<file path="src/sv/tefill_pkg.sv">
// Shared types and constants for the triangle edge fill test.
// Holds the word structs, register indexes and the arithmetic widths.
`timescale 1ns / 1ps

package tefill_pkg;

	// screen geometry defaults
	localparam int ScreenWidthDef  = 800;
	localparam int ScreenHeightDef = 480;

	// field widths
	localparam int PixXW   = 10;
	localparam int PixYW   = 9;
	localparam int AddrW   = 19;
	localparam int ColorW  = 32;
	localparam int CoordW  = 12;
	localparam int DimW    = 12;
	localparam int CfgIdxW = 3;
	localparam int CfgDataW = 32;

	// arithmetic widths of the edge functions
	localparam int CoefW  = CoordW + 1;
	localparam int ProdW  = 2 * CoordW;
	localparam int ConstW = ProdW + 1;
	localparam int EdgeW  = ConstW + 2;

	typedef logic signed [CoordW-1:0] coord_t;
	typedef logic signed [CoefW-1:0]  coef_t;
	typedef logic signed [ProdW-1:0]  prod_t;
	typedef logic signed [ConstW-1:0] const_t;
	typedef logic signed [EdgeW-1:0]  edge_t;

	// configuration register indexes
	typedef enum logic [CfgIdxW-1:0] {
		REG_VERTEX_A_X = 3'd0,
		REG_VERTEX_A_Y = 3'd1,
		REG_VERTEX_B_X = 3'd2,
		REG_VERTEX_B_Y = 3'd3,
		REG_VERTEX_C_X = 3'd4,
		REG_VERTEX_C_Y = 3'd5,
		REG_FILL_COLOR = 3'd6
	} reg_idx_t;

	typedef struct packed {
		coord_t              vertex_a_x;
		coord_t              vertex_a_y;
		coord_t              vertex_b_x;
		coord_t              vertex_b_y;
		coord_t              vertex_c_x;
		coord_t              vertex_c_y;
		logic [ColorW-1:0]   fill_color;
	} cfg_t;

	typedef struct packed {
		logic [PixXW-1:0] pixel_x;
		logic [PixYW-1:0] pixel_y;
	} pixel_in_t;

	typedef struct packed {
		logic              write_enable;
		logic [AddrW-1:0]  pixel_address;
		logic [ColorW-1:0] pixel_color;
	} pixel_out_t;

	// load enables of the pipeline stages
	typedef struct packed {
		logic s1;
		logic s2;
		logic s3;
		logic s4;
	} stage_en_t;

endpackage

</file>
<file path="src/sv/tefill_edge.sv">
// One edge function unit: evaluates E = A*x + B*y + C at the pixel and at
// the opposite vertex over three stages. Depends on tefill_pkg.
`timescale 1ns / 1ps

module tefill_edge import tefill_pkg::*; (
	input  logic             clk,
	input  stage_en_t        en,
	input  coord_t           p_x,
	input  coord_t           p_y,
	input  coord_t           q_x,
	input  coord_t           q_y,
	input  coord_t           o_x,
	input  coord_t           o_y,
	input  logic [PixXW-1:0] pix_x_s1,
	input  logic [PixYW-1:0] pix_y_s1,
	output logic             ok
);

	coef_t  a_s1, b_s1;
	prod_t  qp_s1, pq_s1;
	const_t c_s2;
	prod_t  ax_s2, by_s2;
	const_t ao_s2, bo_s2;
	edge_t  e_s3, r_s3;

	// form the line coefficients and the two cross products
	always_ff @(posedge clk) begin
		if (en.s1) begin
			a_s1  <= coef_t'(q_y) - coef_t'(p_y);
			b_s1  <= coef_t'(p_x) - coef_t'(q_x);
			qp_s1 <= prod_t'(q_x) * prod_t'(p_y);
			pq_s1 <= prod_t'(p_x) * prod_t'(q_y);
		end
	end

	// finish C and scale A and B by the pixel and by the opposite vertex
	always_ff @(posedge clk) begin
		if (en.s2) begin
			c_s2  <= const_t'(qp_s1) - const_t'(pq_s1);
			ax_s2 <= prod_t'(a_s1) * prod_t'($signed({1'b0, pix_x_s1}));
			by_s2 <= prod_t'(b_s1) * prod_t'($signed({1'b0, pix_y_s1}));
			ao_s2 <= const_t'(a_s1) * const_t'(o_x);
			bo_s2 <= const_t'(b_s1) * const_t'(o_y);
		end
	end

	// sum the terms at the pixel and at the opposite vertex
	always_ff @(posedge clk) begin
		if (en.s3) begin
			e_s3 <= edge_t'(ax_s2) + edge_t'(by_s2) + edge_t'(c_s2);
			r_s3 <= edge_t'(ao_s2) + edge_t'(bo_s2) + edge_t'(c_s2);
		end
	end

	// both values nonzero and of the same sign
	assign ok = (e_s3 != '0) && (r_s3 != '0) && (e_s3[EdgeW-1] == r_s3[EdgeW-1]);

endmodule

</file>
<file path="config.mk">
export PLATFORM = sky130hd
export DESIGN_NAME = tefill_edge
export DESIGN_NICKNAME = d
export VERILOG_FILES = /design/src/sv/tefill_pkg.sv /design/src/sv/tefill_edge.sv
export SDC_FILE = /design/constraint.sdc
export NUM_CORES = 2
export LEC_CHECK = 0
export BUFFER_PORTS_ARGS = -buffer_cell sky130_fd_sc_hd__buf_2
export CORE_MARGIN = 4
export CORE_UTILIZATION = 60
export CTS_BUF_LIST = sky130_fd_sc_hd__clkbuf_2
export CTS_CLUSTER_SIZE = 28
export DETAILED_ROUTE_END_ITERATION = 7
export GPL_ROUTABILITY_DRIVEN = 0
export PLACE_DENSITY = 0.77
export SLEW_MARGIN = 10
export SYNTH_ARGS = -nofsm -noshare
export SYNTH_HDL_FRONTEND = slang
export SYNTH_SLANG_ARGS = --single-unit
</file>
<file path="constraint.sdc">
create_clock -name clk -period 15.65 [get_ports clk]
set_clock_uncertainty 0.2 [all_clocks]
set_input_delay 1.565 -clock clk [delete_from_list [all_inputs] [get_ports clk]]
set_output_delay 1.565 -clock clk [all_outputs]
set_load 0.02 [all_outputs]
</file>
Word level (Yosys, flattened, before mapping)
Cells that the tools add are included.
{"block": "classes", "addsub": 7, "n_eq_ne": 1, "reduce_logical": 4, "multipliers": 6}
{"op": "nonzero test 27 bit", "count": 2}
{"op": "adder 25 x 25 -> 26 bit", "count": 2}
{"op": "multiplier 13 x 12 -> 25 bit", "count": 2}
{"op": "multiplier 12 x 12 -> 24 bit", "count": 2}
{"op": "adder 26 x 25 -> 27 bit", "count": 1}
{"op": "subtractor 12 x 12 -> 13 bit", "count": 2}
{"op": "adder 24 x 23 -> 25 bit", "count": 1}
{"op": "subtractor 24 x 24 -> 25 bit", "count": 1}
{"op": "multiplier 13 x 11 -> 24 bit", "count": 1}
{"op": "multiplier 13 x 10 -> 23 bit", "count": 1}
{"op": "logical AND 1 bit", "count": 2}
{"op": "== test 1 bit", "count": 1}
{"block": "word_totals", "out_inout_bits": 1, "elab_cells": 29, "regBits": 250}

Logic depth before layout (Yosys ltp)
{"block": "depth", "word_depth": 3, "ltp_mapped": 22}

Worst setup path after synthesis
Ideal clock, no wire load.
{"block": "synth_path", "path_type": "input port to flip-flop", "from": "input port pix_y_s1[1]", "to": "register by_s2[22] (netlist name)", "setup_time_ns": 0.260, "required_ns": 15.190, "n_path_buf": 1, "path_slack_ns": 8.684, "path_stages": 22, "arrival_time_ns": 6.506, "cell_sequence": "clkbuf_1 nand2_1 fa_1 inv_1 fa_1 inv_1 fa_1 inv_1 fa_1 inv_1 fa_1 inv_1 ha_1 o21ai_0 a32oi_1 a31oi_1 o211ai_1 a31o_1 o41a_1 a21o_1 a21oi_1 xnor2_1"}
{"block": "synth_via", "elab_chain_cells": 1}
{"item": "from (decl)", "line": "tefill_edge.sv:15", "rtl": "input logic [PixYW-1:0] pix_y_s1,"}
{"item": "multiplier 13 x 10 -> 23 bit", "line": "tefill_edge.sv:41", "rtl": "by_s2 <= prod_t'(b_s1) * prod_t'($signed({1'b0, pix_y_s1}));"}
No other way between the ends.
A chain may end at the register's enable or synchronous reset.

Worst setup path in the final report
{"block": "layout_path", "from": "input port p_y[1]", "to": "register qp_s1[23] (data pin)"}
{"block": "layout_via", "elab_chain_cells": 1}
{"item": "from (decl)", "line": "tefill_edge.sv:9", "rtl": "input coord_t p_y,"}
{"item": "multiplier 12 x 12 -> 24 bit", "line": "tefill_edge.sv:31", "rtl": "qp_s1 <= prod_t'(q_x) * prod_t'(p_y);"}
{"item": "to (signal assigned)", "line": "tefill_edge.sv:31"}
{"item": "to (decl)", "line": "tefill_edge.sv:20", "rtl": "prod_t qp_s1, pq_s1;"}
No other way between the ends.

==> qor_table.md <==
| Metric | Value | Unit |
| --- | --- | --- |
| Antenna Nets Post-Route | 0 | - |
| Clock sinks | 249 | - |
| Crit-path slowest cell | sky130_fd_sc_hd__fa_1 | - |
| Status | complete, no violations | - |
| Die width | 281 | microns |
| Total gr overflow | 0 | - |
| Clk root buf | sky130_fd_sc_hd__clkbuf_2 | - |
| Number of primary I/O pins | 97 | - |
| Port-buffer cells | 95 | - |
| Filler cell count | 6,024 | - |
| Unrepaired setup endpoints after global routing | false | - |
| Area of the die | 78,700 | sq um |
| Synth Cell Area | 44,600 | sq um |
| Fin crit share | 43.8 | % |
| R2R Path Start | a_s1[5]$_DFFE_PP_ | - |
| Level count of the clock H-tree | 3 | - |
| Final cell count without fillers | 5,648 | - |
| Seq cells post-synth | 249 | - |
| Cts hold-fix bufs | 0 | - |
| Routed wire length | 98.6 | mm |
| Largest stage delay on the critical path | 0.52 | ns |
| Number of standard cells after synthesis | 4,592 | - |
| Die extent in y | 281 | microns |
| Initial core utilization | 60.8 | % |
| Max clock buf depth | 3 | - |
| Count of buffering cells on the critical path with inverters included | 6 | - |
| Worst Path Arrival | 7.32 | ns |
| Yosys warns | 0 | - |
| Top area cells in the synthesized netlist | sky130_fd_sc_hd__fa_1 38%, sky130_fd_sc_hd__edfxtp_1 17%, sky130_fd_sc_hd__ha_1 12% | - |
| Worst min-delay path category | reg -> reg | - |
| Xor-xnor portion of the synthesized cell area | 4.40 | % |
| Initial antenna violation count | 9 | - |
| Via count | 31,100 | - |
| Post-synthesis share of cell area spent on and, or, nand and nor gates | 12.9 | % |
| Biggest area consumer among synthesized cells | sky130_fd_sc_hd__fa_1 | - |
| Via density per instance | 5.50 | - |
| Total clock buffers created by CTS | 66 | - |
| Combinational family with the most area after synthesis | adder cells | - |
| Compound-cell area share of the yosys netlist | 5.96 | % |
| Final Hold Fails | 0 | - |
| Clock tree from TritonCTS | built | - |
| Crit-path cells | buf_2, inv_1, nor2_1, fa_1, inv_1, fa_1, fa_1, inv_1, fa_1, inv_1, fa_1, inv_1, ha_1, a21o_1, a21oi_1, nand2_1, o2111ai_1, and4_1, nor3_1, a2111oi_2, a21oi_1, xnor2_1 | - |
| Pin count of the biggest net entering global routing | 88 | - |
| Sequential share of the synthesized area | 16.8 | % |
| Transition time at the pin with the least slew margin | 1.20 | ns |
| Reg2reg path depth | 19 | - |
| Fraction of post-synthesis cell area in the top cell type by area | 38.1 | % |
| Cell row count | 99 | - |
| Clock slew seen by the registers of the worst setup and hold paths | 0.10 | ns |
| Number of detailed-routing iterations run before antenna repair | 6 | - |
| Total core area | 73,300 | sq um |
| Setup crit end kind | flop | - |
| Estimated wirelength of the detail-placed design | 80.1 | mm |
| Synth-to-Final Area Change | 4.40 | % |
| Asr flop ratio synth | 0 | % |
| DRC violation total after the first TritonRoute iteration | 1,943 | - |
| Adder-Cell Fraction of Synth Area | 49.7 | % |
| Element type at the critical path start | input port | - |
| Number of violations of the max-capacitance limit | 0 | - |
| Worst path depth | 22 | - |
| Number of synthesized flops with an enable pin | 249 | - |
| Synth cell types | 74 | - |
| Max FO, Critical Path | 13 | - |
| Headroom to the max-slew limit | 20.1 | % |
| Via count of the first global-routing pass | 34,000 | - |
| Tot GR Track Use | 26.6 | % |
| Minimum setup slack after placement | 7.87 | ns |
| Clock latency on the worst-skew pair | 0.98 | ns |
| Highest Clock Rate | 146 | MHz |
| Top delay family on crit path | adder cells | - |
| Classification of the worst setup path | in -> reg | - |
| Max Transition Viols Final | 0 | - |
| Mean instance size in the synthesized netlist | 9.71 | sq um |
| Routed length per instance | 17.5 | microns |
| Global-route wire length before repair | 167 | mm |
| Layout cell share with drive strength beyond 1 | 5.15 | % |
| Post-cts resize count | 0 | - |
| Number of nets in the layout | 5,987 | - |
| Min setup slack post-route | 8.79 | ns |
| Origin of the worst setup path | p_y[1] | - |
| Number of placed cells counting well taps | 5,522 | - |
| Syn Nets | 5,948 | - |
| Setup Viol. Count Final | 0 | - |
| Capturing instance or port of the critical path | qp_s1[23]$_DFFE_PP_ | - |
| Worst setup slack for register-to-register paths | 9.05 | ns |
| Prevailing post-synth register cell | sky130_fd_sc_hd__edfxtp_1 | - |
| Fin Setup TNS | 0 | ns |
| DRC errors left | 0 | - |
| Setup bufs post-CTS | 0 | - |
| Mux contribution to synthesized area | 0.0225 | % |
| Min cycle time layout | 6.86 | ns |
| Worst R2R End | ao_s2[24]$_DFFE_PP_ | - |
| Data required time at the worst endpoint | 16.11 | ns |
==> tightest hold or removal path, stage by stage (launching register included) <==
cell and delay [ns]:
sky130_fd_sc_hd__edfxtp_1 0.35, sky130_fd_sc_hd__ha_1 0.13, sky130_fd_sc_hd__inv_1 0.03
==> cells in the mapped netlist (28+ instances only) <==
library cell,number
sky130_fd_sc_hd__a21o_1,49
sky130_fd_sc_hd__inv_1,1080
sky130_fd_sc_hd__nor2_1,185
sky130_fd_sc_hd__nor3_1,31
sky130_fd_sc_hd__xor2_1,40
sky130_fd_sc_hd__fa_1,849
sky130_fd_sc_hd__nand3_1,28
sky130_fd_sc_hd__xnor2_1,184
sky130_fd_sc_hd__clkbuf_1,138
sky130_fd_sc_hd__a21oi_1,125
sky130_fd_sc_hd__o21ai_0,80
sky130_fd_sc_hd__edfxtp_1,249
sky130_fd_sc_hd__nand2b_1,30
sky130_fd_sc_hd__and2_1,267
sky130_fd_sc_hd__ha_1,411
sky130_fd_sc_hd__nand2_1,584
==> cell usage in the layout, fill, tap and decap left out, types with 80 or more instances in the layout <==
cell / instances
sky130_fd_sc_hd__xnor2_1: 184
sky130_fd_sc_hd__nand2_1: 584
sky130_fd_sc_hd__edfxtp_1: 249
sky130_fd_sc_hd__o21ai_0: 80
sky130_fd_sc_hd__inv_1: 1080
sky130_fd_sc_hd__ha_1: 411
sky130_fd_sc_hd__and2_1: 267
sky130_fd_sc_hd__nor2_1: 185
sky130_fd_sc_hd__fa_1: 849
sky130_fd_sc_hd__buf_2: 93
sky130_fd_sc_hd__clkbuf_2: 90
sky130_fd_sc_hd__a21oi_1: 125
==> cell type report <==
type	count	area, sq um	share of cell area (%)
diodes	11	27.5	0.0591
clock buffers	90	450	0.968
clock inverters	25	211	0.454
inverters	1085	4070	8.75
multi-input cells	3119	32500	69.8
flip-flops and latches	249	7480	16.1
well taps	959	1200	2.58
repair buffers	110	593	1.27
==> worst min-delay path by stage <==
stage	slack, ns	from	end	depth (start not counted)
after floorplan	0.36	a_s1[0]$_DFFE_PP_	ao_s2[0]$_DFFE_PP_	1
after global placement	0.43	pq_s1[0]$_DFFE_PP_	c_s2[0]$_DFFE_PP_	2
after detailed placement	0.44	pq_s1[0]$_DFFE_PP_	c_s2[0]$_DFFE_PP_	2
after CTS	0.46	pq_s1[0]$_DFFE_PP_	c_s2[0]$_DFFE_PP_	2
after global routing	0.50	pq_s1[0]$_DFFE_PP_	c_s2[0]$_DFFE_PP_	2
final	0.46	pq_s1[0]$_DFFE_PP_	c_s2[0]$_DFFE_PP_	2
==> stage by stage <==
step	utilization [%]	cell area, sq um	hold WS [ns]
6_report	63.5	46500	0.456
5_1_grt	63.5	46500	0.502
4_1_cts	63.4	46500	0.457
3_5_place_dp	62.5	45900	0.436
3_3_place_gp	62.5	45900	0.427
2_1_floorplan	-	44600	0.363
==> flip-flops by register name, summed over array words and instances (netlist names) <==
register and count:
ao_s2 25, bo_s2 25, r_s3 27, ax_s2 24
c_s2 25, pq_s1 24, qp_s1 24, a_s1 13
e_s3 26, by_s2 23, b_s1 13
==> cells by family after synthesis <==
| group | after synthesis |
|---|---|
| mux | 1 |
| fa+ha+maj | 1260 |
| xor+xnor | 224 |
| buf+inv | 1224 |
| simple gates | 1230 |
| flops | 249 |
| compound gates | 404 |
==> per-layer routing <==
layer | routed length, microns | GRT usage [%]
met2 | 51500 | 48.3
met1 | 37700 | 32.9
met5 | 0 | 0
met3 | 5610 | 3.54
met4 | 3740 | 9.41
Power is not shown: default switching activity piles up to over one toggle a cycle in this logic, so the estimate is an artifact.
